[src/sv/mbd_ram.sv]
// generic single write, single read ram with registered read data
`timescale 1ns / 1ps
`default_nettype none

module mbd_ram #(
  parameter int Width = 8,
  parameter int Depth = 16
) (
  input  wire logic                     clk_i,
  input  wire logic                     we_i,
  input  wire logic [$clog2(Depth)-1:0] waddr_i,
  input  wire logic [Width-1:0]         wdata_i,
  input  wire logic                     re_i,
  input  wire logic [$clog2(Depth)-1:0] raddr_i,
  output logic      [Width-1:0]         rdata_o
);

  logic [Width-1:0] mem [Depth];
  logic [Width-1:0] rdata_q;

  always_ff @(posedge clk_i) begin
    if (we_i) begin
      mem[waddr_i] <= wdata_i;
    end
    if (re_i) begin
      rdata_q <= mem[raddr_i];
    end
  end

  assign rdata_o = rdata_q;

endmodule

`default_nettype wire

[config.mk]
export PLATFORM = sky130hd
export DESIGN_NAME = mbd_ram
export DESIGN_NICKNAME = d
export VERILOG_FILES = /design/src/sv/mbd_ram.sv
export SDC_FILE = /design/constraint.sdc
export NUM_CORES = 1
export LEC_CHECK = 0
export BUFFER_PORTS_ARGS = -buffer_cell sky130_fd_sc_hd__buf_4
export CORE_ASPECT_RATIO = 1.75
export CORE_MARGIN = 2
export CORE_UTILIZATION = 25
export DETAILED_ROUTE_END_ITERATION = 16
export GPL_TIMING_DRIVEN = 0
export PLACE_DENSITY_LB_ADDON = 0.3
export SYNTH_ARGS = -nofsm -noshare
export SYNTH_HDL_FRONTEND = slang
export SYNTH_SLANG_ARGS = --single-unit
[constraint.sdc]
create_clock -name clk_i -period 1.6 [get_ports clk_i]
set_clock_uncertainty 0.1 [all_clocks]
set_input_delay 0.08 -clock clk_i [delete_from_list [all_inputs] [get_ports clk_i]]
set_output_delay 0.08 -clock clk_i [all_outputs]
set_load 0.1 [all_outputs]
==> flow_metrics.py <==
metrics = {
    "outcome": {
        "status": "finished, final reports clean",
    },
    "timing": {
        "fin_crit_sh_pct": 99.85,
        "setup_violations": 0,
        "rsz0062_at_grt": "yes",
        "max_freq_ghz": 0.6259,
        "holdWs_ns": 0.02895,
        "report.final.slew_viol_count": 0,
        "tightest_slew_ns": 0.8982,
        "min_period_ns": 1.598,
        "hold_viol": 0,
        "slew_headroom_pct": 39.90,
    },
    "floorplanning": {
        "io_pins": 27,
        "dieArea_mm2": 0.02213,
        "core_mm2": 0.02067,
        "die_w_um": 113.3,
        "die_h_um": 195.3,
        "rows": 70,
        "initial_core_util_pct": 25.29,
    },
    "logic_synthesis": {
        "synth_cell_types": 18,
        "synthTopCellsByCount": "136 x edfxtp_1, 18 x mux4_2, 16 x a22oi_1, 14 x mux4_1, 13 x nor2_1",
        "ys.flop_type": "edfxtp_1",
        "synth_xor_area_share_pct": 0,
        "muxShareOfSynthArea_pct": 14.79,
        "synth.avg_cell_area_um2": 22.83,
        "synth_top_family_by_area": "multiplexers",
        "synth_area_leaders": "edfxtp_1 78%, mux4_2 7.8%, mux4_1 7.0%",
        "synth-seq-cells": 136,
        "synth_fa_ha_area_share_pct": 0,
        "yosys.area.top_type_share_pct": 78.12,
        "synth_top_cell_by_area": "edfxtp_1",
        "synth.most_common_cell": "edfxtp_1",
        "postSynthCellCount": 229,
        "syn_area_mm2": 0.005228,
        "async_flop_share_pct": 0,
        "synth_compound_area_share_pct": 2.298,
        "syn-num-nets": 248,
        "synth_edf_count": 136,
        "yosysSeqAreaShare_pct": 78.12,
        "yosys_warnings": 0,
        "synth-simple-area-share_pct": 3.135,
    },
    "route": {
        "detailedRoute.firstPassIterationCount": 4,
        "post_drt_via_cell_ratio": 4.388,
        "wirelength_mm": 11.29,
        "drc": 0,
        "antenna_left": 0,
        "vias": 2400,
        "drt_iter0_markers": 133,
        "wire_per_inst_um": 20.63,
    },
    "placement": {
        "gp_congestion": 0.7358,
        "port_buffers": 25,
        "dpl.hpwl_mm": 7.602,
    },
    "global_route": {
        "grt_pass1_wl_mm": 16.47,
        "grt_start_max_net_pins": 17,
        "gr-usage-all-layers_pct": 10.62,
        "grt_overflow": 0,
        "antenna_found_initial": 0,
        "grt_pass1_vias": 2576,
    },
    "critical_path": {
        "cp-startpoint": "mem[4][6]",
        "critPathCaptureType": "flip-flop",
        "crit_type": "reg2reg",
        "worstSetupStartpointType": "flip-flop",
        "worstPathArrival_ns": 1.65,
        "required_ns": 1.65,
        "cp_max_fo": 1,
        "r2r_start": "mem[4][6]",
    },
    "clock_network": {
        "cts-htree-levels": 4,
        "post_cts_buffers": 0,
        "clk_pin_slew_ns": 0.06,
        "insertion_delay_ns": 0.41,
        "cts.sinks": 136,
        "cts_buffers": 17,
        "cts_tree": "yes",
        "root_buffer": "clkbuf_16",
        "clockBufferDepth": 2,
    },
    "power": {
        "p_per_area_mw_per_mm2": 1316,
        "peakVddDrop_uv": 512.1,
        "total_power_mw": 8.475,
        "p_leak_nw": 2.075,
    },
    "finish": {
        "drive_gt1_share_pct": 34.92,
        "fin_nets": 301,
        "insertedDiodeCount": 0,
        "fill_cells": 1999,
        "area_delta_synth_final_pct": 23.19,
    },
    "flow_run": {
        "drv_cap": 0,
    },
    "min_path": {
        "hp-start": "waddr_i[1]",
        "hp-class": "in2reg",
    },
}
-- stage by stage --
stage | instance area (µm²) | TNS (ns) | utilization, % | setup slack, ns | std cells
finish | 6440 | 0 | 31.16 | 0.002381 | 547
global route | 6440 | -0.04028 | 31.16 | -0.02828 | 547
CTS | 6440 | 0 | 31.16 | 0.0003002 | 547
detailed placement | 5741 | -21.43 | 27.77 | -0.4442 | 506
global placement | 5736 | -23.08 | 27.75 | -0.5878 | 506
floorplan | 5233 | 0 | - | 0.1376 | 229
-- critical path, cell delays in order, from the launching register on --
cell,delay (ns)
edfxtp_1,0.39
mux4_2,0.52
a22oi_1,0.22
nand2_1,0.11
-- area by class of cell --
type,count,area [µm²],area share [%]
sequential,136,4084,63.42
tap,252,315.3,4.896
buffer,10,86.33,1.341
clock buffer,17,425.4,6.606
timing repair buffer,34,277.8,4.313
clock inverter,15,165.2,2.565
multi-input combinational,83,1086,16.86
-- cells by family (layout without fill, tap and decap cells) --
family | after synthesis | in the layout
compound gates | 16 | 16
simple gates | 35 | 35
mux | 32 | 32
flops | 136 | 136
buf+inv | 10 | 76
-- where the power goes --
part,switching (mW),total [mW],internal (mW)
Sequential,0.0183,4.03,4.01
Combinational,0.371,0.572,0.200
Clock,1.55,3.87,2.33
Total,1.93,8.48,6.54
-- sequential cells by signal, summed over array words and instances (netlist names) --
name / count
mem: 128
rdata_o: 8
-- metal layers --
metal,GRT usage (%),vias to the layer above,part of all wire [%]
met2,19.92,56,57
met1,11.53,1251,38
met3,2.266,10,3.0
li1,-,1083,-
met4,3.930,0,1.6
met5,0,-,0
-- layout by cell type (no fill, tap or decap), types with 4 or more instances in the layout --
cell type,netlist,layout
mux4_2,18,25
nand2_1,9,9
a22oi_1,16,9
buf_4,1,26
clkbuf_16,0,17
inv_6,0,5
mux4_1,14,7
edfxtp_1,136,136
nor2_1,13,13
dlygate4sd3_1,0,9
a22oi_2,0,7
nor3_2,0,4
-- worst paths after layout --
| check | cells past startpoint | slack [ns] | to |
|---|---|---|---|
| worst max register to register | 3 | 0.002 | rdata_o[6] |
| worst min-delay path | 2 | 0.03 | mem[4][6] |
| worst max-delay path | 3 | 0.002 | rdata_o[6] |
| worst min register to register | 3 | 0.66 | rdata_o[0] |
-- repair_timing --
item | 4_1_cts | 5_1_grt
hold endpoints to repair | 136 | 0
gates resized for setup | 9 | 7
pin swaps | 1 | 3
hold buffers | 9 | 0
setup endpoints to repair | 13 | 13
Power figures use the tool's default switching activity.
