## src/sv/mbd_pkg.sv

```systemverilog
// shared types and constants for the mipmap box downsampler
`timescale 1ns / 1ps
`default_nettype none

package mbd_pkg;

  localparam int MaxSize   = 2048;
  localparam int LineDepth = MaxSize / 2;
  localparam int AddrW     = $clog2(LineDepth);
  localparam int CntW      = $clog2(MaxSize);
  localparam int DimW      = CntW + 1;
  localparam int CfgW      = 12;
  localparam int CfgIdxW   = 2;
  localparam int NumLanes  = 4;
  localparam int PixW      = 8;
  localparam int PairW     = PixW + 1;
  localparam int LineW     = PairW * NumLanes;

  typedef enum logic [CfgIdxW-1:0] {
    RegSrcWidth  = 2'd0,
    RegSrcHeight = 2'd1
  } cfg_reg_e;

  typedef struct packed {
    logic [PixW-1:0] in_c0;
    logic [PixW-1:0] in_c1;
    logic [PixW-1:0] in_c2;
    logic [PixW-1:0] in_c3;
  } in_t;

  typedef struct packed {
    logic [PixW-1:0] out_c0;
    logic [PixW-1:0] out_c1;
    logic [PixW-1:0] out_c2;
    logic [PixW-1:0] out_c3;
    logic            level_done;
  } out_t;

  // pipeline enables shared by all lanes
  typedef struct packed {
    logic load_partial;
    logic s1_load;
    logic s2_load;
    logic out_load;
    logic w1;
    logic h1;
    logic last;
  } ctl_t;

  typedef struct packed {
    logic             we;
    logic             re;
    logic [AddrW-1:0] addr;
  } ram_ctl_t;

endpackage

`default_nettype wire

```

## src/sv/mbd_ctrl.sv

```systemverilog
// dimension registers, raster counters and pipeline control
`timescale 1ns / 1ps
`default_nettype none

module mbd_ctrl (
  input  wire logic                        clk_i,
  input  wire logic                        rst_ni,
  input  wire logic                        cfg_we_i,
  input  wire logic [mbd_pkg::CfgIdxW-1:0] cfg_idx_i,
  input  wire logic [mbd_pkg::CfgW-1:0]    cfg_data_i,
  input  wire logic                        in_valid_i,
  output logic                             in_ready_o,
  input  wire logic                        out_ready_i,
  output logic                             out_valid_o,
  output mbd_pkg::ctl_t                    ctl_o,
  output mbd_pkg::ram_ctl_t                ram_o
);

  localparam int CntW  = mbd_pkg::CntW;
  localparam int DimW  = mbd_pkg::DimW;
  localparam int AddrW = mbd_pkg::AddrW;

  logic [DimW-1:0]  w_q, h_q, dim_clamped;
  logic [CntW-1:0]  col_q, col_d, row_q, row_d;
  logic [DimW-1:0]  col_inc, row_inc;
  logic [31:0]      cfg_wide;
  logic             cfg_hit;

  logic             w1, h1, both;
  logic [CntW-1:0]  nw, nh;
  logic [AddrW-1:0] x, y;
  logic             x_ok, y_ok, pair_ok, ld_part, emit, wr, last;

  logic             in_fire, s1_go, s1_load, s2_load, out_load;
  logic             s2_free, out_free;
  logic             s1_valid_q, s1_emit_q, s1_wr_q, s1_last_q;
  logic [AddrW-1:0] s1_x_q;
  logic             s2_valid_q, s2_last_q, out_valid_q;

  // register value of zero acts as one, above the maximum as the maximum
  assign cfg_wide = 32'(cfg_data_i);
  always_comb begin
    if (cfg_wide == 32'd0) begin
      dim_clamped = DimW'(1);
    end else if (cfg_wide > 32'(mbd_pkg::MaxSize)) begin
      dim_clamped = DimW'(mbd_pkg::MaxSize);
    end else begin
      dim_clamped = cfg_wide[DimW-1:0];
    end
  end

  always_comb begin
    case (mbd_pkg::cfg_reg_e'(cfg_idx_i))
      mbd_pkg::RegSrcWidth:  cfg_hit = cfg_we_i;
      mbd_pkg::RegSrcHeight: cfg_hit = cfg_we_i;
      default:               cfg_hit = 1'b0;
    endcase
  end

  assign w1   = (w_q == DimW'(1));
  assign h1   = (h_q == DimW'(1));
  assign both = w1 & h1;
  assign nw   = w1 ? CntW'(1) : w_q[DimW-1:1];
  assign nh   = h1 ? CntW'(1) : h_q[DimW-1:1];

  assign x    = w1 ? '0 : col_q[CntW-1:1];
  assign y    = h1 ? '0 : row_q[CntW-1:1];
  assign x_ok = w1 | ({1'b0, x} < nw);
  assign y_ok = h1 | ({1'b0, y} < nh);
  assign last = ({1'b0, x} == nw - CntW'(1)) && ({1'b0, y} == nh - CntW'(1));

  // trailing odd column or row falls outside x_ok / y_ok and is dropped
  assign pair_ok = ~both & (w1 | (x_ok & col_q[0]));
  assign ld_part = ~both & ~w1 & x_ok & ~col_q[0];
  assign emit    = h1 | (y_ok & row_q[0]);
  assign wr      = ~h1 & y_ok & ~row_q[0];

  // pipeline: s1 holds a pair, s2 waits on the line read, then the output register
  assign out_free   = ~out_valid_q | out_ready_i;
  assign out_load   = s2_valid_q & out_free;
  assign s2_free    = ~s2_valid_q | out_free;
  assign s1_go      = s1_valid_q & (~s1_emit_q | s2_free);
  assign s2_load    = s1_go & s1_emit_q;
  assign in_ready_o = ~s1_valid_q | s1_go;
  assign in_fire    = in_valid_i & in_ready_o;
  assign s1_load    = in_fire & pair_ok;

  assign col_inc = {1'b0, col_q} + DimW'(1);
  assign row_inc = {1'b0, row_q} + DimW'(1);

  always_comb begin
    col_d = col_q;
    row_d = row_q;
    if (cfg_hit) begin
      col_d = '0;
      row_d = '0;
    end else if (in_fire) begin
      if (col_inc >= w_q) begin
        col_d = '0;
        row_d = (row_inc >= h_q) ? '0 : row_inc[CntW-1:0];
      end else begin
        col_d = col_inc[CntW-1:0];
      end
    end
  end

  always_ff @(posedge clk_i or negedge rst_ni) begin
    if (!rst_ni) begin
      w_q         <= DimW'(1);
      h_q         <= DimW'(1);
      col_q       <= '0;
      row_q       <= '0;
      s1_valid_q  <= 1'b0;
      s2_valid_q  <= 1'b0;
      out_valid_q <= 1'b0;
    end else begin
      if (cfg_hit && cfg_idx_i == mbd_pkg::RegSrcWidth) begin
        w_q <= dim_clamped;
      end
      if (cfg_hit && cfg_idx_i == mbd_pkg::RegSrcHeight) begin
        h_q <= dim_clamped;
      end
      col_q       <= col_d;
      row_q       <= row_d;
      s1_valid_q  <= s1_load | (s1_valid_q & ~s1_go);
      s2_valid_q  <= s2_load | (s2_valid_q & ~out_load);
      out_valid_q <= out_load | (out_valid_q & ~out_ready_i);
    end
  end

  always_ff @(posedge clk_i) begin
    if (s1_load) begin
      s1_emit_q <= emit;
      s1_wr_q   <= wr;
      s1_last_q <= last;
      s1_x_q    <= x;
    end
    if (s2_load) begin
      s2_last_q <= s1_last_q;
    end
  end

  assign out_valid_o = out_valid_q;

  assign ctl_o.load_partial = in_fire & ld_part;
  assign ctl_o.s1_load      = s1_load;
  assign ctl_o.s2_load      = s2_load;
  assign ctl_o.out_load     = out_load;
  assign ctl_o.w1           = w1;
  assign ctl_o.h1           = h1;
  assign ctl_o.last         = s2_last_q;

  assign ram_o.we   = s1_go & s1_wr_q;
  assign ram_o.re   = s2_load & ~h1;
  assign ram_o.addr = s1_x_q;

endmodule

`default_nettype wire

```

## config.mk

```make
export PLATFORM = sky130hd
export DESIGN_NAME = mbd_ctrl
export DESIGN_NICKNAME = d
export VERILOG_FILES = /design/src/sv/mbd_pkg.sv /design/src/sv/mbd_ctrl.sv
export SDC_FILE = /design/constraint.sdc
export NUM_CORES = 1
export LEC_CHECK = 0
export ABC_CLOCK_PERIOD_IN_PS = 4550
export BUFFER_PORTS_ARGS = -buffer_cell sky130_fd_sc_hd__buf_2
export CORE_ASPECT_RATIO = 0.8
export CORE_MARGIN = 3
export CORE_UTILIZATION = 50
export CTS_CLUSTER_SIZE = 16
export DETAILED_ROUTE_END_ITERATION = 10
export GPL_TIMING_DRIVEN = 0
export PLACE_DENSITY = 0.81
export SLEW_MARGIN = 20
export SYNTH_ARGS = -nofsm -noshare
export SYNTH_HDL_FRONTEND = slang
export SYNTH_SLANG_ARGS = --single-unit
```

## constraint.sdc

```tcl
create_clock -name clk_i -period 4.55 [get_ports clk_i]
set_clock_uncertainty 0.1 [all_clocks]
set_input_delay 0.2275 -clock clk_i [delete_from_list [all_inputs] [get_ports clk_i]]
set_output_delay 0.2275 -clock clk_i [all_outputs]
set_load 0.005 [all_outputs]
```

==> impl_metrics.tcl <==
set metrics [dict create \
    swShare 0.352 \
    power_leakage_nw 2.54 \
    multiInputGateArea_um2 2870 \
    die_w_um 116 \
    rsz0062_at_grt "no" \
    max_cap_viol_count 0 \
    clkPwrFrac 0.297 \
    synth-seq-cells 63 \
    antenna_left 0 \
    core_area_um2 9230 \
    syn_to_final_growth_pct 14.0 \
    post-place-ws_ns -0.0568 \
    port_buffers 39 \
    grt.overflow.total 0 \
    maxSlewHeadroom 0.483 \
    die_h_um 94.0 \
    num_rows 31 \
    grtUsageTotal 0.236 \
    crit_type "flop to output port" \
    dieArea_um2 10900 \
    firstDrtPassIters 5 \
    cts_buffers 9 \
    hold_viol_final 0 \
    grt_pass1_wl_mm 20.2 \
    drc_errors 0 \
    ys_top_cells_by_area "dfrtp_1 24%, ha_1 12%, edfxtp_1 8.7%" \
    initial_utilization 0.524 \
    grt_max_degree 50 \
    synth_top_area_share 0.243 \
    hold_path_class "primary input to flop" \
    dp_hpwl_mm 9.35 \
    root_buffer "clkbuf_16" \
    grt_pass1_vias 4257 \
    first_iter_violations 399 \
    n_fill_cell 800 \
    tightest_slew_ns 0.776 \
    synth_cell_types 56 \
    cts_max_level 3 \
    synthArstFlopShare 0.778 \
    dr_total_vias 4360 \
    yosysWarnings 0 \
    fin_ws_ns 0.293 \
    worst_setup_path_start_kind "flop" \
    yosysSeqAreaShare 0.341 \
    drive_above_1_share 0.133 \
    yosys.area.top_type "dfrtp_1" \
    critPathRequiredTime_ns 4.22 \
    p_comb_frac 0.362 \
    antenna_found_initial 0 \
    synth.cell_area_um2 4840 \
    synth_nets 638 \
    p_int_w 0.00144 \
    mostFrequentLayoutCell "nand2_1" \
    fin_crit_sh 0.936 \
    net-switching-power_w 0.000784 \
    numClockSinks 63 \
    cts_buffer_depth 2 \
    netlist_instances 572 \
    setup_viol 0 \
    crit_path_cell_trace "clkbuf_2 -> nor4_4 -> and2_1 -> nand3_1 -> clkbuf_1 -> and2_1 -> ha_1 -> nor2b_1 -> o21ai_0 -> a21oi_1 -> o311a_1 -> a21oi_1 -> nor2_1 -> a2bb2oi_1 -> nor2_4 -> buf_4 -> buf_2" \
    status "finished clean" \
    max_clock_freq_ghz 0.235 \
    final_nets 692 \
    synth_edf_count 14 \
    worstPathArrival_ns 3.93 \
    seq_area_um2 1650 \
    maxSlewViolCount 0 \
    wl_per_cell_um 16.4 \
    clock_latency_ns 0.33 \
    ioPinCount 40 \
    syn_area_per_cell_um2 8.46 \
    power_density_nw_per_um2 404 \
    vias_per_cell 5.84 \
    finalHoldWorstSlack_ns 0.0875 \
    post-route-util 0.597 \
    clkSlewWorstSetupHoldPaths_ns 0.05 \
    worst_ir_drop_vdd_mv 0.158 \
    cts_tree "built" \
    finalPower_w 0.00223 \
    critPathMaxStageDelay_ns 0.36 \
    path_max_fanout 10 \
    cp_slowest_cell "dfrtp_1" \
    synthFlopType "dfrtp_1" \
    crit_path_end_kind "output port" \
    finalWirelength_mm 12.3 \
    antenna_cells 0 \
    gp_congestion 0.951 \
    fin_crit_ns 4.26 \
    p_seq_frac 0.342 \
    tns_ns 0 \
    final_cell_mix "61 x nand2_1, 48 x inv_1, 47 x ha_1, 47 x dfrtp_1, 46 x o21ai_0" \
]
-- synth_stat cells (6+ instances only) --
library cell / number
a21o_1: 10
a21oi_1: 19
a22o_1: 7
and2_1: 20
buf_4: 6
clkbuf_1: 19
dfrtp_1: 47
edfxtp_1: 14
ha_1: 47
inv_1: 48
nand2_1: 61
nand2b_1: 25
nand3_1: 21
nor2_1: 42
nor2b_1: 9
nor3_1: 13
o21ai_0: 46
xnor2_1: 26
xor2_1: 14
-- cell families after synthesis --
family / after synthesis / synth area share
compound gates: 114 / 0.148
flops: 63 / 0.341
xor+xnor: 40 / 0.0724
fa+ha+maj: 47 / 0.122
buf+inv: 79 / 0.0688
simple gates: 224 / 0.237
mux: 5 / 0.0116
-- sequential cells by signal (all words and copies together) (netlist names), 10 cells and up --
signal / count
s1_x_q: 10
h_q: 12
row_q: 11
col_q: 11
w_q: 12
-- worst max-delay path, delay by kind of cell, from the launching register on --
family | cells | cell delay (ns)
flip-flops | 1 | 0.36
adder cells (fa/ha/maj) | 1 | 0.29
AO/OA/AOI/OAI | 5 | 0.91
AND/OR/NAND/NOR | 7 | 1.36
buffers and inverters | 4 | 0.68
-- metrics by stage --
step / cell area (µm²) / instances
floorplan: 4840 / 572
global placement: 5180 / 726
detailed placement: 5180 / 726
CTS: 5470 / 742
global route: 5520 / 746
finish: 5520 / 746
-- layer usage --
layer	global-route usage	routed length (µm)
met5	0	0
met1	0.318	5550
met4	0.0705	242
met2	0.375	5420
met3	0.0567	1050
-- timing repair --
action	CTS	global route
buffers inserted	0	3
hold buffers	0	1
resized for setup	2	2
pin swaps	0	1
endpoints found under the hold margin	0	47
setup endpoints to repair	1	2
-- power by group through the flow --
stage	clock network, W	registers, W	logic (W)
3_3_place_gp	0	0.000760	0.000725
6_report	0.000661	0.000761	0.000805
5_1_grt	0.000698	0.000770	0.000900
3_5_place_dp	0	0.000766	0.000760
4_1_cts	0.000669	0.000757	0.000781
2_1_floorplan	0	0.000737	0.000577
-- area by class of cell --
cell class                 instances  share of cell area
buffer                            31              0.0277
clock buffer                      13              0.0492
clock inverter                     3             0.00272
inverter                          48              0.0327
multi-input combinational        430               0.521
sequential                        63               0.299
tap                              115              0.0261
timing repair buffer              43              0.0417
-- path summary, 6_finish.rpt --
path / to / slack, ns / from / cells after the start
setup reg to reg: s1_last_q$_DFFE_PP_ / 0.36 / h_q[5]$_DFFE_PN0P_ / 16
hold / removal: s1_valid_q$_DFF_PN0_ / 0.09 / in_valid_i / 3
setup / recovery: ctl_o[5] / 0.29 / w_q[4]$_DFFE_PN0P_ / 17
max in group asynchronous: col_q[3]$_DFFE_PN0P_ / 3.56 / rst_ni / 2
min in group asynchronous: s2_valid_q$_DFF_PN0_ / 0.35 / rst_ni / 2
hold reg to reg: s2_last_q$_DFFE_PP_ / 0.33 / s1_last_q$_DFFE_PP_ / 0
(Power assumes the default switching activity.)
