===== src/sv/mbd_pkg.sv =====
// shared types and constants for the mipmap box downsampler
`timescale 1ns / 1ps
`default_nettype none

package mbd_pkg;

  localparam int MaxSize   = 2048;
  localparam int LineDepth = MaxSize / 2;
  localparam int AddrW     = $clog2(LineDepth);
  localparam int CntW      = $clog2(MaxSize);
  localparam int DimW      = CntW + 1;
  localparam int CfgW      = 12;
  localparam int CfgIdxW   = 2;
  localparam int NumLanes  = 4;
  localparam int PixW      = 8;
  localparam int PairW     = PixW + 1;
  localparam int LineW     = PairW * NumLanes;

  typedef enum logic [CfgIdxW-1:0] {
    RegSrcWidth  = 2'd0,
    RegSrcHeight = 2'd1
  } cfg_reg_e;

  typedef struct packed {
    logic [PixW-1:0] in_c0;
    logic [PixW-1:0] in_c1;
    logic [PixW-1:0] in_c2;
    logic [PixW-1:0] in_c3;
  } in_t;

  typedef struct packed {
    logic [PixW-1:0] out_c0;
    logic [PixW-1:0] out_c1;
    logic [PixW-1:0] out_c2;
    logic [PixW-1:0] out_c3;
    logic            level_done;
  } out_t;

  // pipeline enables shared by all lanes
  typedef struct packed {
    logic load_partial;
    logic s1_load;
    logic s2_load;
    logic out_load;
    logic w1;
    logic h1;
    logic last;
  } ctl_t;

  typedef struct packed {
    logic             we;
    logic             re;
    logic [AddrW-1:0] addr;
  } ram_ctl_t;

endpackage

`default_nettype wire


===== src/sv/mbd_lane.sv =====
// one channel lane: horizontal pair sum, vertical sum and truncated mean
`timescale 1ns / 1ps
`default_nettype none

module mbd_lane (
  input  wire logic                      clk_i,
  input  wire mbd_pkg::ctl_t             ctl_i,
  input  wire logic [mbd_pkg::PixW-1:0]  px_i,
  input  wire logic [mbd_pkg::PairW-1:0] line_i,
  output logic      [mbd_pkg::PairW-1:0] pair_o,
  output logic      [mbd_pkg::PixW-1:0]  res_o
);

  logic [mbd_pkg::PixW-1:0]  partial_q;
  logic [mbd_pkg::PairW-1:0] pair1_d, pair1_q, pair2_q;
  logic [mbd_pkg::PairW:0]   sum;

  // width of one: the pixel is its own horizontal partner
  assign pair1_d = ctl_i.w1 ? {px_i, 1'b0}
                            : {1'b0, partial_q} + {1'b0, px_i};

  always_ff @(posedge clk_i) begin
    if (ctl_i.load_partial) begin
      partial_q <= px_i;
    end
    if (ctl_i.s1_load) begin
      pair1_q <= pair1_d;
    end
    if (ctl_i.s2_load) begin
      pair2_q <= pair1_q;
    end
  end

  // height of one: the pair is its own vertical partner
  assign sum    = ctl_i.h1 ? {pair2_q, 1'b0} : {1'b0, line_i} + {1'b0, pair2_q};
  assign res_o  = sum[mbd_pkg::PairW:2];
  assign pair_o = pair1_q;

endmodule

`default_nettype wire


===== config.mk =====
export PLATFORM = sky130hd
export DESIGN_NAME = mbd_lane
export DESIGN_NICKNAME = d
export VERILOG_FILES = /design/src/sv/mbd_pkg.sv /design/src/sv/mbd_lane.sv
export SDC_FILE = /design/constraint.sdc
export NUM_CORES = 1
export LEC_CHECK = 0
export ABC_CLOCK_PERIOD_IN_PS = 1800
export BUFFER_PORTS_ARGS = -buffer_cell sky130_fd_sc_hd__buf_2
export CAP_MARGIN = 20
export CORE_MARGIN = 3
export CORE_UTILIZATION = 45
export DETAILED_ROUTE_END_ITERATION = 8
export PLACE_DENSITY = 0.77
export SLEW_MARGIN = 20
export SYNTH_ARGS = -nofsm -noshare
export SYNTH_HDL_FRONTEND = slang
export SYNTH_SLANG_ARGS = --single-unit

===== constraint.sdc =====
create_clock -name clk_i -period 1.8 [get_ports clk_i]
set_clock_uncertainty 0.2 [all_clocks]
set_input_delay 0.18 -clock clk_i [delete_from_list [all_inputs] [get_ports clk_i]]
set_output_delay 0.18 -clock clk_i [all_outputs]
set_load 0.02 [all_outputs]

==> impl_metrics.csv, run 1 <==
group,metric,value,unit
outcome,status,"finished with violations",
outcome,violations,"setup timing",
synth,syn_avg_cell_area,11.4,µm²
synth,synth_top_area_share,49.1,%
final_layout,nets,254,
power,power_frac_seq,45.0,%
grt,grt.overflow.total,0,
worst_hold_path,holdCritPathClass,"primary input to register",
synth,synthesis.area,0.00159,mm²
critical_path,critPathMaxFanout,5,
critical_path,critPathArrivalTime,2060,ps
drt,routed-wl-met2,2030,µm
clock_tree,cts_tree,"yes",
power,leakage,0.955,nW
critical_path,critPathLaunchType,"register",
die,io_pins,42,
drt,drt-total-wl,3640,µm
die,start_util,49.6,%
critical_path,reg2reg_from,"partial_q[0]$_DFFE_PP_",
critical_path,r2r_slack,-260,ps
synth,synthTopCellsByArea,"edfxtp_1 49%, ha_1 13%, o21ai_0 5.7%, xor2_1 4.4%, nand2_1 4.2%",
timing,post-route-min-period,2440,ps
drt,wire_per_inst,14.3,µm
grt,grt_pass1_wl,6200,µm
power,combPwrFrac,40.7,%
drt,dr_total_vias,1359,
clock_tree,clockBufferDepth,2,
worst_hold_path,whs_path_depth,3,
final_layout,area_growth,46.9,%
drt,drt-pass1-iter-count,4,
place,port_buffers,39,
clock_tree,cts.clk_slew.worst_paths,130,ps
critical_path,cp.required,1420,ps
final_layout,final_cell_mix,"32 x buf_2, 26 x edfxtp_1, 21 x buf_4",
power,p_total,0.00169,W
synth,synth_nets,181,
flow_run,maxCapViolations,0,
die,die_y,65.4,µm
die,rows,20,
synth,synth_warnings,0,
drt,highest_layer,"met4",
critical_path,path_class,"register to primary output",
place,place_hpwl,2650,µm
drt,drc_errors,0,
synth,yosysTopAreaCell,"edfxtp_1",
power,p_int,0.00115,W
worst_hold_path,worstHoldStart,"px_i[1]",
timing,slew_viol_final,0,
final_layout,drive_gt1_share,44.3,%
grt,antenna_found_initial,0,
grt,grt.total_usage,18.5,%
clock_tree,worstSkewPairLatency,320,ps
drt,ant_nets,0,
final_layout,diodes,0,
power,peakVddDrop,395,µV
clock_tree,cts_sinks,26,
final_layout,layout_commonest_cell,"buf_2",
drt,m1WireLength,1390,µm
synth,syn-instance-count,139,
grt,grt_start_max_net_pins,18,
timing,setup_ws,-642,ps
timing,slew_headroom,76.6,%
synth,synth.yosys.seq_area_share,49.1,%
die,dieArea,0.00428,mm²
timing,report.final.hold_viol_count,0,
timing,fin_crit_sh,136,%
synth,ys_seq_elements,26,
timing,tightest_slew,348,ps
critical_path,r2r_end,"pair_o[6]$_DFFE_PP_",
clock_tree,cts_made_buffers,3,
place,gp_congestion,0.890,
die,die_w,65.4,µm
worst_hold_path,holdPathEnd,"pair_o[2]$_DFFE_PP_",
power,power.switching,0.000542,W
synth,ys_types,32,
clock_tree,htree_num_levels,1,
drt,via_per_inst,5.35,
drt,met3_length,168,µm
die,core-area,0.00320,mm²
final_layout,fin_util,72.9,%
drt,drtIter0Drc,64,
timing,clock.fmax,409,MHz
power,power_frac_clock,14.3,%
critical_path,endpoint_kind,"primary output",
timing,setup_viol,13,
grt,grt_pass1_vias,1391,
power,switching_share,32.1,%
timing,rsz0062_at_grt,"yes",
power,power_density,723,mW/mm²
critical_path,rr_worst_depth,8,
clock_tree,cts-root-buf,"clkbuf_4",
-- flip-flops by register name (all words and copies together), names as in the netlist --
signal     cells
partial_q      8
pair_o         9
pair2_q        9
-- power by group through the flow --
stage | Combinational (W) | Sequential (W) | Clock [W]
floorplan | 0.000332 | 0.000791 | 0
global route | 0.000746 | 0.000768 | 0.000277
finish | 0.000688 | 0.000760 | 0.000241
global placement | 0.000524 | 0.000767 | 0
detailed placement | 0.000551 | 0.000771 | 0
CTS | 0.000630 | 0.000759 | 0.000248
-- synth_stat cells --
cell / instances
edfxtp_1: 26
nand2_1: 18
o21ai_0: 18
ha_1: 16
a21oi_1: 9
xor2_1: 8
inv_1: 6
nor2_1: 4
o21ai_1: 4
nand2b_1: 3
xnor2_1: 3
a31oi_1: 2
clkbuf_1: 2
nor2b_1: 2
a211oi_1: 1
a211oi_2: 1
a21boi_2: 1
a21o_1: 1
a22oi_4: 1
a31oi_2: 1
a31oi_4: 1
and2_1: 1
and3_1: 1
fa_1: 1
mux2i_1: 1
nor2b_4: 1
o211ai_1: 1
o21a_1: 1
o21ai_2: 1
o21bai_1: 1
o31ai_1: 1
o31ai_2: 1
-- timing repair --
| action | CTS | global route |
|---|---|---|
| hold endpoints to repair | 11 | 20 |
| setup buffers | 4 | 1 |
| pin swaps | 23 | 9 |
| gates resized for setup | 22 | 13 |
| hold buffers | 8 | 3 |
| endpoints found under the setup margin | 13 | 15 |
-- critical path, stage by stage, from the launching register on --
cell and delay [ps]:
edfxtp_1 420, ha_1 350, a21oi_1 180, o21ai_0 130, a31oi_1 200, xor2_1 230, o21ai_2 90, buf_6 130
-- per-stage QoR --
| stage | setup WS (ps) | setup TNS [ps] | hold slack [ps] | instance area, µm² | instances |
|---|---|---|---|---|---|
| floorplan | -109 | -543 | 78.9 | 1660 | 139 |
| global placement | -177 | -1310 | 195 | 2020 | 235 |
| detailed placement | -239 | -2030 | 196 | 2020 | 235 |
| CTS | -576 | -4740 | 0.118 | 2230 | 250 |
| global route | -805 | -6460 | 50.4 | 2340 | 254 |
| finish | -642 | -5090 | 80.6 | 2340 | 254 |
-- worst max-delay path by stage --
stage | startpoint | end | slack (ps) | cells past startpoint
2_1_floorplan | partial_q[0]$_DFFE_PP_ | pair_o[6]$_DFFE_PP_ | -110 | 8
3_3_place_gp | pair2_q[1]$_DFFE_PP_ | res_o[6] | -180 | 7
3_5_place_dp | partial_q[0]$_DFFE_PP_ | pair_o[6]$_DFFE_PP_ | -240 | 8
4_1_cts | pair2_q[1]$_DFFE_PP_ | res_o[6] | -580 | 7
5_1_grt | pair2_q[6]$_DFFE_PP_ | res_o[5] | -810 | 7
6_report | pair2_q[6]$_DFFE_PP_ | res_o[5] | -640 | 7
-- area by class of cell --
type	instances	area, µm²
Timing Repair Buffer	70	495
Multi-Input combinational cell	105	960
Tap cell	44	55.1
Fill cell	240	867
Clock buffer	3	22.5
Sequential cell	26	781
Inverter	6	22.5
-- cells by family (layout without fill, tap and decap cells) --
| group | after synthesis | in the layout | share of synthesized area, % |
|---|---|---|---|
| compound gates | 46 | 46 | 19.7 |
| simple gates | 30 | 30 | 8.81 |
| flops | 26 | 26 | 49.1 |
| fa+ha+maj | 17 | 17 | 13.8 |
| xor+xnor | 11 | 11 | 6.06 |
| buf+inv | 8 | 79 | 1.89 |
| mux | 1 | 1 | 0.629 |
-- per-layer routing --
metal,vias to the layer above,track usage [%]
met5,-,0
met4,0,5.18
met3,7,1.54
met2,44,36.9
met1,648,20.6
li1,660,-
No activity file was read; power rests on OpenSTA's default activity.
==> run 2: changes to the inputs <==
CAP_MARGIN = 10   (was 20)
CORE_UTILIZATION = 47   (was 45)
PLACE_DENSITY = 0.79   (was 0.77)
==> impl_metrics.csv, run 2 (synthesized netlist as in run 1, its figures left out) <==
group,metric,value,unit
final_layout,nFillCells,211,
final_layout,layout_commonest_cell,"buf_2",
die,dieArea,0.00412,mm²
final_layout,final_area,0.00230,mm²
timing,tightest_slew,317,ps
worst_hold_path,holdCritPathClass,"primary input to register",
die,die_y,64.2,µm
drt,drtIter0Drc,41,
critical_path,max_stage_delay,460,ps
die,rows,20,
clock_tree,cts.clk_slew.worst_paths,130,ps
critical_path,crit_chain,"ha_4 > a31oi_4 > a22oi_4 > a21oi_2 > xor2_1 > o21ai_2 > buf_6",
grt,antenna_found_initial,0,
power,power_density,727,mW/mm²
critical_path,r2r_end,"pair_o[6]$_DFFE_PP_",
drt,drt-pass1-iter-count,4,
timing,post-route-min-period,2370,ps
critical_path,critPathMaxFanout,4,
grt,grt_start_max_net_pins,18,
critical_path,endpoint_kind,"primary output",
timing,setup_ws,-567,ps
drt,wire_per_inst,14.5,µm
final_layout,final_cell_mix,"32 x buf_2, 26 x edfxtp_1, 22 x buf_4",
clock_tree,htree_num_levels,1,
drt,dr_total_vias,1308,
power,leakage,0.957,nW
final_layout,diodes,0,
drt,drt-total-wl,3660,µm
place,place_hpwl,2660,µm
critical_path,critPathArrivalTime,1990,ps
worst_hold_path,whs_path_depth,1,
die,die_w,64.2,µm
grt,grt_pass1_wl,5950,µm
clock_tree,cts-root-buf,"clkbuf_4",
drt,ant_nets,0,
flow_run,maxCapViolations,0,
die,start_util,50.8,%
final_layout,area_growth,44.9,%
place,place_area,0.00201,mm²
clock_tree,cts_sinks,26,
critical_path,cp.required,1420,ps
final_layout,nets,253,
outcome,status,"finished with violations",
timing,slew_headroom,78.8,%
clock_tree,cts_tree,"yes",
place,port_buffers,39,
grt,grt.total_usage,18.3,%
timing,rsz0062_at_grt,"yes",
drt,via_per_inst,5.17,
outcome,violations,"setup timing",
place,pre_cts_slack,-265,ps
critical_path,crit_slowest_cell,"edfxtp_1",
clock_tree,cts_made_buffers,3,
critical_path,path_class,"register to primary output",
timing,fin_crit_sh,132,%
critical_path,critPathLaunchType,"register",
die,io_pins,42,
grt,grt_pass1_vias,1384,
timing,report.final.hold_viol_count,0,
critical_path,rr_worst_depth,8,
die,core-area,0.00313,mm²
grt,grt.overflow.total,0,
final_layout,drive_gt1_share,45.0,%
worst_hold_path,holdPathEnd,"partial_q[3]$_DFFE_PP_",
drt,drc_errors,0,
timing,fin_hold_ws,9.49,ps
critical_path,reg2reg_from,"partial_q[0]$_DFFE_PP_",
critical_path,r2r_slack,-240,ps
power,peakVddDrop,427,µV
place,gp_congestion,0.860,
timing,clock.fmax,422,MHz
timing,slew_viol_final,0,
clock_tree,clockBufferDepth,2,
worst_hold_path,worstHoldStart,"ctl_i[6]",
final_layout,fin_util,73.7,%
clock_tree,worstSkewPairLatency,310,ps
timing,setup_viol,14,
run 2: worst max path at each step:
stage                     endpoint              startpoint  cells past startpoint  slack, ps
2_1_floorplan  pair_o[6]$_DFFE_PP_  partial_q[0]$_DFFE_PP_                      8       -110
3_3_place_gp              res_o[6]    pair2_q[1]$_DFFE_PP_                      7       -180
3_5_place_dp              res_o[3]    pair2_q[2]$_DFFE_PP_                      7       -260
4_1_cts                   res_o[5]    pair2_q[1]$_DFFE_PP_                      7       -610
5_1_grt                   res_o[5]    pair2_q[1]$_DFFE_PP_                      7       -680
6_report                  res_o[3]    pair2_q[1]$_DFFE_PP_                      7       -570
run 2: metrics by stage:
step	power, W	TNS [ps]	cells
6_report	0.00168	-5090	253
5_1_grt	0.00177	-6410	253
4_1_cts	0.00164	-4930	249
3_5_place_dp	0.00132	-2090	234
3_3_place_gp	0.00129	-1310	234
2_1_floorplan	0.00112	-543	139
run 2: per-layer routing:
| layer | GRT usage (%) | wire (µm) | vias to the layer above |
|---|---|---|---|
| li1 | - | - | 651 |
| met1 | 19.1 | 1400 | 613 |
| met2 | 36.6 | 2070 | 37 |
| met3 | 2.28 | 132 | 7 |
| met4 | 6.60 | 63 | 0 |
| met5 | 0 | 0 | - |
run 2: timing repair:
item                       CTS  global route
resized for setup           24            13
setup endpoints to repair   13            15
hold endpoints to repair    12             0
hold buffers                 8             0
pin swaps                   24             7
buffers inserted             4             6
run 2: where the power goes:
part	total, W	switching [W]	internal, W
Combinational	0.000685	0.000350	0.000335
Clock	0.000231	0.000153	0.0000781
Sequential	0.000759	0.0000277	0.000731
run 2: critical path: cells and delay by family, from the launching register on:
| family | cells | cell delay [ps] |
|---|---|---|
| AOI/OAI and AO/OA | 4 | 610 |
| DFF | 1 | 460 |
| adders and majority gates | 1 | 280 |
| xor gates and xnor gates | 1 | 200 |
| buffers and inverters | 1 | 140 |
run 2: final cells by class:
class,count,area [µm²],share of cell area [%]
flip-flops and latches,26,781,33.9
clock buffers,3,22.5,0.977
inverters,6,22.5,0.977
repair buffers,69,484,21.0
multi-input cells,105,940,40.8
well taps,44,55.1,2.39
==> run 3: changes to the inputs <==
GPL_TIMING_DRIVEN = 0   (was not set)
==> impl_metrics.csv, run 3 (synthesized netlist as in run 1, its figures left out) <==
group,metric,value,unit
timing,fin_crit_sh,132,%
critical_path,crit_slowest_cell,"edfxtp_1",
grt,grt.total_usage,17.5,%
clock_tree,worstSkewPairLatency,320,ps
power,power_density,729,mW/mm²
critical_path,crit_path_start,"pair2_q[3]$_DFFE_PP_",
critical_path,cp.required,1420,ps
clock_tree,htree_num_levels,1,
final_layout,nets,242,
timing,setup_viol,12,
clock_tree,cts_tree,"yes",
critical_path,max_stage_delay,470,ps
final_layout,area_growth,40.7,%
timing,report.final.hold_viol_count,0,
drt,ant_nets,0,
timing,rsz0062_at_grt,"yes",
clock_tree,cts_sinks,26,
place,place_area,0.00191,mm²
critical_path,critPathArrivalTime,2000,ps
timing,setup_tns,-4270,ps
place,pre_cts_slack,-303,ps
critical_path,path_buf_inv,1,
critical_path,critPathTopFamily,"compound AO/OA/AOI/OAI gates",
final_layout,drive_gt1_share,39.7,%
critical_path,r2r_slack,-190,ps
place,place_hpwl,2440,µm
final_layout,layout_commonest_cell,"buf_2",
drt,dr_total_vias,1239,
timing,post-route-min-period,2380,ps
final_layout,final_cell_mix,"32 x buf_2, 26 x edfxtp_1, 18 x nand2_1",
outcome,violations,"setup timing",
flow_run,maxCapViolations,0,
clock_tree,cts.clk_slew.worst_paths,140,ps
critical_path,reg2reg_from,"partial_q[0]$_DFFE_PP_",
outcome,status,"finished with violations",
die,rows,20,
place,gp_congestion,0.892,
clock_tree,cts_made_buffers,3,
critical_path,critPathMostFrequentCell,"o21ai_2",
worst_hold_path,worstHoldStart,"ctl_i[5]",
timing,slew_headroom,67.4,%
grt,grt.overflow.total,0,
die,core-area,0.00313,mm²
die,die_y,64.2,µm
die,dieArea,0.00412,mm²
timing,setup_ws,-577,ps
drt,drtIter0Drc,56,
timing,slew_viol_final,0,
critical_path,endpoint_kind,"primary output",
drt,drt-total-wl,3370,µm
die,io_pins,42,
grt,antenna_found_initial,0,
die,die_w,64.2,µm
drt,drt-pass1-iter-count,3,
power,leakage,0.891,nW
worst_hold_path,holdCritPathClass,"primary input to register",
timing,tightest_slew,490,ps
drt,via_per_inst,5.10,
critical_path,crit_chain,"ha_4 > o21ai_2 > a22oi_4 > a31oi_4 > xor2_2 > o21ai_2 > buf_6",
grt,grt_pass1_wl,5670,µm
final_layout,diodes,0,
clock_tree,cts-root-buf,"clkbuf_4",
final_layout,final_area,0.00224,mm²
die,start_util,50.8,%
power,peakVddDrop,463,µV
drt,drc_errors,0,
critical_path,path_class,"register to primary output",
clock_tree,clockBufferDepth,2,
timing,clock.fmax,421,MHz
grt,grt_start_max_net_pins,15,
place,port_buffers,39,
critical_path,critPathMaxFanout,4,
critical_path,critPathLaunchType,"register",
grt,grt_pass1_vias,1281,
drt,wire_per_inst,13.9,µm
-- run 3: timing repair --
item	CTS	global route
buffers inserted	4	2
hold endpoints to repair	12	10
resized for setup	25	9
hold buffers	8	3
pin swaps	16	8
endpoints found under the setup margin	13	14
gates cloned	0	0
-- run 3: layout make-up --
class	count	area (µm²)
Multi-Input combinational cell	105	962
Buffer	2	7.51
Sequential cell	26	781
Inverter	6	22.5
Fill cell	222	891
Timing Repair Buffer	56	383
Clock inverter	1	3.75
Clock buffer	3	22.5
Tap cell	44	55.1
-- run 3: final timing paths --
kind | end | cells past startpoint
setup / recovery | res_o[6] | 7
setup reg to reg | pair_o[6]$_DFFE_PP_ | 8
hold / removal | pair_o[3]$_DFFE_PP_ | 1
hold reg to reg | pair2_q[4]$_DFFE_PP_ | 0
-- run 3: routing by layer --
layer / wire (µm) / up-vias / GRT usage [%]
met5: 0 / - / 0
met1: 1340 / 559 / 19.5
met4: 113 / 0 / 8.18
met3: 119 / 12 / 2.28
li1: - / 636 / -
met2: 1800 / 32 / 32.5
-- run 3: worst register-to-register path: stages, from the launching register on --
cell and delay [ps]:
edfxtp_1 430, ha_4 190, inv_2 50, fa_2 230
nor2b_4 60, o31ai_4 230, nand2b_1 100, a211oi_2 200
o31ai_1 80
-- run 3: power breakdown --
group	internal, W	total (W)	switching [W]
Combinational	0.000296	0.000625	0.000330
Clock	0.0000810	0.000246	0.000165
Sequential	0.000731	0.000760	0.0000290
-- run 3: per-stage QoR --
stage	std cells	hold WS, ps	total power (W)	utilization, %
floorplan	139	78.9	0.00112	-
global placement	222	192	0.00124	61.1
detailed placement	222	198	0.00127	61.1
CTS	238	0.303	0.00159	69.1
global route	243	4.72	0.00172	71.5
finish	243	2.92	0.00163	71.5
